**src/design/lfu_pkg.sv**
```systemverilog
// Shared types and constants for the LFU cache table.
// No dependencies; imported by lfu_scan and lfu_cache_table_core.
`default_nettype none

package lfu_pkg;

    // Operation codes on s_cmd
    localparam logic CMD_GET = 1'b0;
    localparam logic CMD_PUT = 1'b1;

    // Capacity register
    localparam int          CAP_CFG_W = 5;
    localparam logic [4:0]  CAP_RESET = 5'd16;

    // Control from the sequencer to the scan unit
    typedef struct packed {
        logic start;   // clear the accumulators for a new word
        logic sample;  // an entry read from the table is on the bus
    } scan_ctrl_t;

endpackage

`default_nettype wire

```
**src/design/lfu_entry_ram.sv**
```systemverilog
// Entry table storage: simple dual-port synchronous RAM, registered read.
// No dependencies; instantiated by lfu_cache_table_core.
`default_nettype none

module lfu_entry_ram #(
    parameter int DEPTH = 16,
    parameter int AW    = 4,
    parameter int WIDTH = 101
) (
    input  wire logic             aclk,
    input  wire logic             wr_en,
    input  wire logic [AW-1:0]    wr_addr,
    input  wire logic [WIDTH-1:0] wr_data,
    input  wire logic             rd_en,
    input  wire logic [AW-1:0]    rd_addr,
    output logic      [WIDTH-1:0] rd_data
);

    logic [WIDTH-1:0] mem [DEPTH];

    // Write port
    always_ff @(posedge aclk) begin
        if (wr_en) begin
            mem[wr_addr] <= wr_data;
        end
    end

    // Read port, registered
    always_ff @(posedge aclk) begin
        if (rd_en) begin
            rd_data <= mem[rd_addr];
        end
    end

endmodule

`default_nettype wire

```
**src/design/lfu_scan.sv**
```systemverilog
// Scan unit: watches one table entry per cycle and keeps the key match,
// the eviction victim and the first free slot. Depends on lfu_pkg.
`default_nettype none

module lfu_scan
    import lfu_pkg::*;
#(
    parameter int IW = 4,
    parameter int CW = 32
) (
    input  wire logic          aclk,
    input  wire logic          aresetn,
    input  wire scan_ctrl_t    ctrl,
    input  wire logic [31:0]   key,
    input  wire logic [IW-1:0] ent_idx,
    input  wire logic          ent_valid,
    input  wire logic [31:0]   ent_key,
    input  wire logic [31:0]   ent_value,
    input  wire logic [CW-1:0] ent_count,
    input  wire logic [IW-1:0] ent_rank,
    output logic               match_found,
    output logic [IW-1:0]      match_idx,
    output logic [IW-1:0]      match_rank,
    output logic [31:0]        match_value,
    output logic               victim_found,
    output logic [IW-1:0]      victim_idx,
    output logic [IW-1:0]      victim_rank,
    output logic               free_found,
    output logic [IW-1:0]      free_idx
);

    logic [CW-1:0] victim_count_reg;
    logic          match_found_reg;
    logic          victim_found_reg;
    logic          free_found_reg;
    logic [IW-1:0] match_idx_reg;
    logic [IW-1:0] match_rank_reg;
    logic [31:0]   match_value_reg;
    logic [IW-1:0] victim_idx_reg;
    logic [IW-1:0] victim_rank_reg;
    logic [IW-1:0] free_idx_reg;
    logic          is_match;
    logic          better_victim;

    assign is_match = ctrl.sample && ent_valid && (ent_key == key) && !match_found_reg;

    // Lower count wins; on equal counts the older entry (larger rank) wins
    assign better_victim = ctrl.sample && ent_valid &&
        (!victim_found_reg || (ent_count < victim_count_reg) ||
         ((ent_count == victim_count_reg) && (ent_rank > victim_rank_reg)));

    // Found flags
    always_ff @(posedge aclk) begin
        if (!aresetn || ctrl.start) begin
            match_found_reg  <= 1'b0;
            victim_found_reg <= 1'b0;
            free_found_reg   <= 1'b0;
        end else begin
            if (is_match) begin
                match_found_reg <= 1'b1;
            end
            if (better_victim) begin
                victim_found_reg <= 1'b1;
            end
            if (ctrl.sample && !ent_valid) begin
                free_found_reg <= 1'b1;
            end
        end
    end

    // Captured entry data
    always_ff @(posedge aclk) begin
        if (is_match) begin
            match_idx_reg   <= ent_idx;
            match_rank_reg  <= ent_rank;
            match_value_reg <= ent_value;
        end
        if (better_victim) begin
            victim_idx_reg   <= ent_idx;
            victim_rank_reg  <= ent_rank;
            victim_count_reg <= ent_count;
        end
        if (ctrl.sample && !ent_valid && !free_found_reg) begin
            free_idx_reg <= ent_idx;
        end
    end

    assign match_found  = match_found_reg;
    assign match_idx    = match_idx_reg;
    assign match_rank   = match_rank_reg;
    assign match_value  = match_value_reg;
    assign victim_found = victim_found_reg;
    assign victim_idx   = victim_idx_reg;
    assign victim_rank  = victim_rank_reg;
    assign free_found   = free_found_reg;
    assign free_idx     = free_idx_reg;

endmodule

`default_nettype wire

```
**src/design/lfu_cache_table_core.sv**
```systemverilog
// LFU cache table: channels, operation sequencer and entry update logic.
// Depends on lfu_pkg, lfu_entry_ram and lfu_scan.
//
// Usage:
//   Input words (s_cmd, s_lookup_key, s_put_value) enter on s_valid/s_ready.
//   A get returns one result word (m_hit, m_read_value) on m_valid/m_ready;
//   a put returns nothing. m_read_value is zero on a miss.
//   cfg_wr_en/cfg_wr_data write the capacity register (reset 16); values
//   above CAPACITY act as CAPACITY, zero makes every put a no-op.
// Sequence:
//   Each word first sweeps the whole entry RAM (one entry per cycle, one
//   read port, registered read), then passes the decide state. A hit or a
//   stored put then does a read-modify-write sweep of the whole RAM to
//   update counts and recency ranks.
//   s_ready stays low from the accept until the word is done, so no new
//   word is taken meanwhile: a get miss or an ignored put ends in the
//   decide state, a hit or a stored put at the end of its update sweep.
//   A get result appears in the output register right after the decide cycle.
// Reset and stall:
//   After aresetn the RAM is cleared one entry per cycle;
//   s_ready stays low meanwhile; configuration writes are taken at any time.
//   The output register holds a word until taken; the next word is accepted
//   and processed meanwhile, and waits in its decide state only if it is a
//   get whose result finds the output register still full.
`default_nettype none

module lfu_cache_table_core
    import lfu_pkg::*;
#(
    parameter int CAPACITY    = 16,
    parameter int COUNT_WIDTH = 32
) (
    input  wire logic        aclk,
    input  wire logic        aresetn,
    // configuration
    input  wire logic        cfg_wr_en,
    input  wire logic [4:0]  cfg_wr_data,
    // input channel
    input  wire logic        s_valid,
    output logic             s_ready,
    input  wire logic        s_cmd,
    input  wire logic [31:0] s_lookup_key,
    input  wire logic [31:0] s_put_value,
    // result channel
    output logic             m_valid,
    input  wire logic        m_ready,
    output logic             m_hit,
    output logic [31:0]      m_read_value
);

    localparam int IW    = (CAPACITY > 1) ? $clog2(CAPACITY) : 1;
    localparam int HW    = $clog2(CAPACITY + 1);
    localparam int CMPW  = (HW > CAP_CFG_W) ? HW : CAP_CFG_W;
    localparam int CW    = COUNT_WIDTH;
    localparam int WORDW = 1 + 32 + 32 + CW + IW;
    localparam logic [IW-1:0] LAST_IDX = IW'(CAPACITY - 1);

    typedef enum logic [4:0] {
        ST_CLEAR  = 5'b00001,
        ST_IDLE   = 5'b00010,
        ST_SCAN   = 5'b00100,
        ST_DECIDE = 5'b01000,
        ST_UPDATE = 5'b10000
    } state_t;

    state_t          state_reg, state_next;
    logic [IW-1:0]   ptr_reg, ptr_next;
    logic            issue_reg, issue_next;
    logic            pend_reg;
    logic            pend_last_reg;
    logic [IW-1:0]   pend_idx_reg;
    logic [4:0]      cap_reg;
    logic [HW-1:0]   held_reg, held_next;
    logic            cmd_reg;
    logic [31:0]     key_reg;
    logic [31:0]     val_reg;
    logic            insert_reg, insert_next;
    logic            evict_reg, evict_next;
    logic [IW-1:0]   tgt_idx_reg, tgt_idx_next;
    logic [IW-1:0]   tgt_rank_reg, tgt_rank_next;
    logic [IW-1:0]   vic_idx_reg, vic_idx_next;
    logic [IW-1:0]   vic_rank_reg, vic_rank_next;
    logic            m_valid_reg, m_valid_next;
    logic            m_hit_reg, m_hit_next;
    logic [31:0]     m_value_reg, m_value_next;

    logic            in_accept;
    logic            rd_en;
    logic            wr_en;
    logic [IW-1:0]   wr_addr;
    logic [WORDW-1:0] wr_data;
    logic [WORDW-1:0] rd_data;
    logic            out_busy;

    // Entry fields of the word coming out of the RAM
    logic            ent_valid;
    logic [31:0]     ent_key;
    logic [31:0]     ent_value;
    logic [CW-1:0]   ent_count;
    logic [IW-1:0]   ent_rank;

    // Scan results
    scan_ctrl_t      scan_ctrl;
    logic            sc_match_found;
    logic [IW-1:0]   sc_match_idx;
    logic [IW-1:0]   sc_match_rank;
    logic [31:0]     sc_match_value;
    logic            sc_victim_found;
    logic [IW-1:0]   sc_victim_idx;
    logic [IW-1:0]   sc_victim_rank;
    logic            sc_free_found;
    logic [IW-1:0]   sc_free_idx;

    // Decide-cycle terms
    logic [CMPW-1:0] cap_ext;
    logic [CMPW-1:0] cap_eff;
    logic            cap_zero;
    logic            full;

    // Updated entry fields
    logic            upd_valid;
    logic [31:0]     upd_key;
    logic [31:0]     upd_value;
    logic [CW-1:0]   upd_count;
    logic [IW-1:0]   upd_rank;

    assign in_accept = s_valid && s_ready;
    assign s_ready   = (state_reg == ST_IDLE);
    assign out_busy  = m_valid_reg && !m_ready;

    assign ent_valid = rd_data[WORDW-1];
    assign ent_key   = rd_data[WORDW-2 -: 32];
    assign ent_value = rd_data[WORDW-34 -: 32];
    assign ent_count = rd_data[IW +: CW];
    assign ent_rank  = rd_data[0 +: IW];

    // Effective capacity
    assign cap_ext  = CMPW'(cap_reg);
    assign cap_eff  = (cap_ext > CMPW'(CAPACITY)) ? CMPW'(CAPACITY) : cap_ext;
    assign cap_zero = (cap_eff == '0);
    assign full     = (CMPW'(held_reg) >= cap_eff);

    // RAM read side: one entry per cycle while a sweep is issuing
    assign rd_en = issue_reg && ((state_reg == ST_SCAN) || (state_reg == ST_UPDATE));

    assign scan_ctrl.start  = in_accept;
    assign scan_ctrl.sample = (state_reg == ST_SCAN) && pend_reg;

    lfu_entry_ram #(
        .DEPTH (CAPACITY),
        .AW    (IW),
        .WIDTH (WORDW)
    ) u_ram (
        .aclk    (aclk),
        .wr_en   (wr_en),
        .wr_addr (wr_addr),
        .wr_data (wr_data),
        .rd_en   (rd_en),
        .rd_addr (ptr_reg),
        .rd_data (rd_data)
    );

    lfu_scan #(
        .IW (IW),
        .CW (CW)
    ) u_scan (
        .aclk         (aclk),
        .aresetn      (aresetn),
        .ctrl         (scan_ctrl),
        .key          (key_reg),
        .ent_idx      (pend_idx_reg),
        .ent_valid    (ent_valid),
        .ent_key      (ent_key),
        .ent_value    (ent_value),
        .ent_count    (ent_count),
        .ent_rank     (ent_rank),
        .match_found  (sc_match_found),
        .match_idx    (sc_match_idx),
        .match_rank   (sc_match_rank),
        .match_value  (sc_match_value),
        .victim_found (sc_victim_found),
        .victim_idx   (sc_victim_idx),
        .victim_rank  (sc_victim_rank),
        .free_found   (sc_free_found),
        .free_idx     (sc_free_idx)
    );

    // Per-entry read-modify-write during the update sweep
    always_comb begin
        upd_valid = ent_valid;
        upd_key   = ent_key;
        upd_value = ent_value;
        upd_count = ent_count;
        upd_rank  = ent_rank;
        if (!insert_reg) begin
            // touch: target goes to rank 0, newer entries age by one
            if (pend_idx_reg == tgt_idx_reg) begin
                upd_rank = '0;
                if (ent_count != {CW{1'b1}}) begin
                    upd_count = ent_count + 1'b1;
                end
                if (cmd_reg == CMD_PUT) begin
                    upd_value = val_reg;
                end
            end else if (ent_valid && (ent_rank < tgt_rank_reg)) begin
                upd_rank = ent_rank + 1'b1;
            end
        end else begin
            // insert, with optional eviction of the victim
            if (pend_idx_reg == tgt_idx_reg) begin
                upd_valid = 1'b1;
                upd_key   = key_reg;
                upd_value = val_reg;
                upd_count = CW'(1);
                upd_rank  = '0;
            end else if (evict_reg && (pend_idx_reg == vic_idx_reg)) begin
                upd_valid = 1'b0;
            end else if (ent_valid && !(evict_reg && (ent_rank > vic_rank_reg))) begin
                upd_rank = ent_rank + 1'b1;
            end
        end
    end

    // RAM write side: clearing pass or update write-back
    always_comb begin
        if (state_reg == ST_CLEAR) begin
            wr_en   = 1'b1;
            wr_addr = ptr_reg;
            wr_data = '0;
        end else begin
            wr_en   = (state_reg == ST_UPDATE) && pend_reg;
            wr_addr = pend_idx_reg;
            wr_data = {upd_valid, upd_key, upd_value, upd_count, upd_rank};
        end
    end

    // Sequencer
    always_comb begin
        state_next    = state_reg;
        ptr_next      = ptr_reg;
        issue_next    = issue_reg;
        held_next     = held_reg;
        insert_next   = insert_reg;
        evict_next    = evict_reg;
        tgt_idx_next  = tgt_idx_reg;
        tgt_rank_next = tgt_rank_reg;
        vic_idx_next  = vic_idx_reg;
        vic_rank_next = vic_rank_reg;
        m_valid_next  = m_valid_reg && !m_ready;
        m_hit_next    = m_hit_reg;
        m_value_next  = m_value_reg;

        // address walk shared by all sweeps
        if (rd_en) begin
            if (ptr_reg == LAST_IDX) begin
                issue_next = 1'b0;
            end else begin
                ptr_next = ptr_reg + 1'b1;
            end
        end

        unique case (state_reg)
            ST_CLEAR: begin
                if (ptr_reg == LAST_IDX) begin
                    ptr_next   = '0;
                    state_next = ST_IDLE;
                end else begin
                    ptr_next = ptr_reg + 1'b1;
                end
            end
            ST_IDLE: begin
                if (in_accept) begin
                    ptr_next   = '0;
                    issue_next = 1'b1;
                    state_next = ST_SCAN;
                end
            end
            ST_SCAN: begin
                if (pend_reg && pend_last_reg) begin
                    state_next = ST_DECIDE;
                end
            end
            ST_DECIDE: begin
                if (cmd_reg == CMD_GET) begin
                    if (!out_busy) begin
                        m_valid_next = 1'b1;
                        m_hit_next   = sc_match_found;
                        m_value_next = sc_match_found ? sc_match_value : '0;
                        if (sc_match_found) begin
                            insert_next   = 1'b0;
                            tgt_idx_next  = sc_match_idx;
                            tgt_rank_next = sc_match_rank;
                            ptr_next      = '0;
                            issue_next    = 1'b1;
                            state_next    = ST_UPDATE;
                        end else begin
                            state_next = ST_IDLE;
                        end
                    end
                end else if (cap_zero) begin
                    state_next = ST_IDLE;
                end else if (sc_match_found) begin
                    insert_next   = 1'b0;
                    tgt_idx_next  = sc_match_idx;
                    tgt_rank_next = sc_match_rank;
                    ptr_next      = '0;
                    issue_next    = 1'b1;
                    state_next    = ST_UPDATE;
                end else begin
                    // new key: evict when full; slot is the lowest free index, or the victim if lower or none is free
                    insert_next   = 1'b1;
                    evict_next    = full;
                    vic_idx_next  = sc_victim_idx;
                    vic_rank_next = sc_victim_rank;
                    if (full && (!sc_free_found || (sc_victim_idx < sc_free_idx))) begin
                        tgt_idx_next = sc_victim_idx;
                    end else begin
                        tgt_idx_next = sc_free_idx;
                    end
                    if (!full) begin
                        held_next = held_reg + 1'b1;
                    end
                    ptr_next   = '0;
                    issue_next = 1'b1;
                    state_next = ST_UPDATE;
                end
            end
            ST_UPDATE: begin
                if (pend_reg && pend_last_reg) begin
                    state_next = ST_IDLE;
                end
            end
            default: begin
                state_next = ST_CLEAR;
            end
        endcase
    end

    // Control registers
    always_ff @(posedge aclk) begin
        if (!aresetn) begin
            state_reg     <= ST_CLEAR;
            ptr_reg       <= '0;
            issue_reg     <= 1'b0;
            pend_reg      <= 1'b0;
            pend_last_reg <= 1'b0;
            held_reg      <= '0;
            cap_reg       <= CAP_RESET;
            m_valid_reg   <= 1'b0;
        end else begin
            state_reg     <= state_next;
            ptr_reg       <= ptr_next;
            issue_reg     <= issue_next;
            pend_reg      <= rd_en;
            pend_last_reg <= rd_en && (ptr_reg == LAST_IDX);
            held_reg      <= held_next;
            m_valid_reg   <= m_valid_next;
            if (cfg_wr_en) begin
                cap_reg <= cfg_wr_data;
            end
        end
    end

    // Payload registers
    always_ff @(posedge aclk) begin
        pend_idx_reg <= ptr_reg;
        insert_reg   <= insert_next;
        evict_reg    <= evict_next;
        tgt_idx_reg  <= tgt_idx_next;
        tgt_rank_reg <= tgt_rank_next;
        vic_idx_reg  <= vic_idx_next;
        vic_rank_reg <= vic_rank_next;
        m_hit_reg    <= m_hit_next;
        m_value_reg  <= m_value_next;
        if (in_accept) begin
            cmd_reg <= s_cmd;
            key_reg <= s_lookup_key;
            val_reg <= s_put_value;
        end
    end

    assign m_valid      = m_valid_reg;
    assign m_hit        = m_hit_reg;
    assign m_read_value = m_value_reg;

`ifndef SYNTHESIS
    // The entry count never exceeds the table
    a_held_bound: assert property (@(posedge aclk) disable iff (!aresetn)
        CMPW'(held_reg) <= CMPW'(CAPACITY))
        else $error("entry count above table size");

    // Write-back never hits the entry being read in the same cycle
    a_rmw_no_overlap: assert property (@(posedge aclk) disable iff (!aresetn)
        (wr_en && rd_en) |-> (wr_addr != ptr_reg))
        else $error("RAM read and write to the same entry");

    // A new key always has a slot: a free entry or an evicted one
    a_insert_slot: assert property (@(posedge aclk) disable iff (!aresetn)
        ((state_reg == ST_DECIDE) && (cmd_reg == CMD_PUT) && !cap_zero && !sc_match_found)
        |-> (sc_free_found || (full && sc_victim_found)))
        else $error("insert without a slot");
`endif

endmodule

`default_nettype wire

```
**config.mk**
```make
export PLATFORM = sky130hd
export DESIGN_NAME = lfu_cache_table_core
export DESIGN_NICKNAME = d
export VERILOG_FILES = /design/src/design/lfu_pkg.sv /design/src/design/lfu_entry_ram.sv /design/src/design/lfu_scan.sv /design/src/design/lfu_cache_table_core.sv
export SDC_FILE = /design/constraint.sdc
export NUM_CORES = 2
export LEC_CHECK = 0
export ABC_CLOCK_PERIOD_IN_PS = 14700
export CORE_MARGIN = 10
export CORE_UTILIZATION = 45
export DETAILED_ROUTE_END_ITERATION = 8
export DONT_BUFFER_PORTS = 1
export PLACE_DENSITY_LB_ADDON = 0.25
export SLEW_MARGIN = 0
export SYNTH_ARGS = -nofsm -noshare
export SYNTH_HDL_FRONTEND = slang
export SYNTH_HIERARCHICAL = 1
export SYNTH_SLANG_ARGS = --single-unit
```
**constraint.sdc**
```tcl
create_clock -name aclk -period 14.7 [get_ports aclk]
set_input_delay 2.94 -clock aclk [delete_from_list [all_inputs] [get_ports aclk]]
set_output_delay 2.94 -clock aclk [all_outputs]
set_load 0.01 [all_outputs]
```
==> results.ini <==
[outcome]
status = finished clean

[job]
maxCapViolations = 0

[finish]
drive_above_1_share = 0.200
top_register = u_ram/mem
area_growth_pct = 11.5
fin_nets = 3880
largest_registers = u_ram/mem (1616), u_ram/rd_data (101)
final_cells = 6100
nFillCells = 12900
largest_register_ffs = 1616

[die]
die_h_um = 428
dieArea_sq_mm = 0.183
fp.dieW_um = 428
num_io_pins = 110
placementRows = 149
start_util = 0.454
fp.coreArea_sq_mm = 0.165

[setup_path]
path_cells = nor2_1 -> nand3_1 -> buf_4 -> o21ai_0 -> nand2b_1 -> nor2_4 -> buf_4 -> buf_4
critPathMaxFanout = 54
reg2reg_slack_ns = 9.78
start_kind = register
worstPathArrival_ns = 5.35
slowest_stage = o21ai_0
slowest_delay_ns = 1.02
worst_setup_path_end_kind = register
cpMostUsedCell = buf_4
path_buf_inv = 3
path_class = register to register
required_ns = 15.12
critPathTopFamily = buffers and inverters

[power_and_ir_drop]
cellPowerDensity_mw_per_mm2 = 178
total_power_uw = 14900
leakagePower_uw = 0.0264
ir_worst_vdd_v = 0.000184

[route]
wl_per_cell_um = 28.6
routed_wl_mm = 174
via_per_inst = 5.95
drtAntennaViolNets = 0
drtPass1Iterations = 6
num_vias = 36300
drc = 0
drt_iter0_drc = 4244

[logic_synthesis]
yosys-top-cells-area = edfxtp_1 (77%), mux4_2 (12%), a22oi_1 (2.0%)
synth_commonest_cells = edfxtp_1 (1917), mux4_2 (404), nand2_1 (279)
syn_nets = 3787
ys_warn_count = 6
syn_avg_cell_area_sq_um = 20.5
synth.most_common_cell = edfxtp_1
synthArstFlopShare = 0
yosysTopAreaCell = edfxtp_1
ys.flop_type = edfxtp_1
ys_seq_area_frac = 0.775
ys_types = 61
netlist_area_sq_mm = 0.0750
yosysTopAreaCellShare = 0.767
ys_ff_latch = 1947
synth_edf_count = 1917
syn-instance-count = 3656

[timing]
fin_crit_ns = 4.92
tightest_slew_ns = 1.38
slew_viol_final = 0
fin_ws_ns = 9.78
fmax_ghz = 0.203
fin_crit_sh = 0.335
rsz0062_at_grt = false
max_slew_margin = 0.0804
hold_violations = 0
finalSetupViolCount = 0
tns_ns = 0
finalClockSkew_ns = 0.0516

[global_route]
grt_usage = 0.187
grt_overflow = 0
grt_max_degree = 138
grt_pass1_wl_mm = 256
antenna_found_initial = 7
first_global_vias = 36800

[placement]
port_buffers = 0
post-place-ws_ns = 9.73
dp.cells = 5744
place.gp.congestion = 0.741
dpl.hpwl_mm = 86.7

[clocking]
cts_tree = built
cts_inserted_buffers = 192
postCtsSetupBuffers = 0
cts.clk_slew.worst_paths_ns = 0.07
cts_buffer_depth = 3
cts.sinks = 1947
worst_skew_pair.late_latency_ns = 0.84
postCtsHoldBufs = 0
cts.repair.resized = 0
htreeDepth = 4
cts-root-buf = clkbuf_16

[min_path]
holdCritPathClass = register to register

cells by family after synthesis:
logic type / after synthesis / synth area share
xor+xnor: 49 / 0.00592
compound gates: 408 / 0.0367
buf+inv: 249 / 0.0163
flops: 1947 / 0.775
fa+ha+maj: 56 / 0.00934
simple gates: 531 / 0.0336
mux: 416 / 0.123
per-layer routing:
layer  global-route usage  vias up  part of all wire
li1                     -    15300                 -
met1                0.268    19400              0.43
met2                0.300     1384              0.48
met3               0.0324      222             0.070
met4               0.0440        4             0.017
met5                    0        -           0.00015
cell type report:
class                      instances  area [sq um]  share of cell area
timing repair buffer              80           638             0.00763
clock inverter                   105           893              0.0107
multi-input combinational       1460         15900               0.189
antenna                            3          7.51           0.0000897
clock buffer                     248          5100              0.0610
sequential                      1947         58200               0.695
inverter                          68           258             0.00308
tap                             2189          2740              0.0327
layout by cell type (no fill, tap or decap), types with 15 or more instances in the layout:
| cell type | instances |
|---|---|
| edfxtp_1 | 1917 |
| mux4_2 | 404 |
| nand2_1 | 278 |
| a22oi_1 | 202 |
| clkbuf_16 | 196 |
| a21oi_1 | 117 |
| buf_4 | 77 |
| inv_1 | 66 |
| ha_1 | 56 |
| clkinv_1 | 54 |
| clkbuf_1 | 52 |
| and2_1 | 38 |
| nor2_1 | 35 |
| nand4_1 | 32 |
| nand3_1 | 30 |
| dfxtp_1 | 27 |
| xnor2_1 | 26 |
| clkinv_2 | 23 |
| xor2_1 | 21 |
| o211ai_1 | 20 |
| or3_1 | 20 |
| o21ai_0 | 15 |
path summary, 6_finish.rpt:
check | from | end | cells past startpoint
max reg2reg | state_reg[2]$_SDFFE_PN0P_ | u_ram/mem[5][1]$_DFFE_PP_ | 8
max | state_reg[2]$_SDFFE_PN0P_ | u_ram/mem[5][1]$_DFFE_PP_ | 8
min reg2reg | u_scan/match_rank[2]$_DFFE_PP_ | tgt_rank_reg[2]$_DFFE_PP_ | 0
min | u_scan/match_rank[2]$_DFFE_PP_ | tgt_rank_reg[2]$_DFFE_PP_ | 0
stage by stage:
stage	util	hold WS [ns]	cell area, sq um
2_1_floorplan	-	0.379	75000
3_3_place_gp	0.470	0.401	77700
3_5_place_dp	0.470	0.406	77700
4_1_cts	0.506	0.401	83700
5_1_grt	0.506	0.405	83700
6_report	0.506	0.391	83700
power by group:
| part | switching, uW | internal, uW |
|---|---|---|
| registers | 132 | 7120 |
| logic | 1810 | 1140 |
| clock network | 2040 | 2670 |
| total | 3980 | 10900 |
Power figures use the tool's default switching activity.
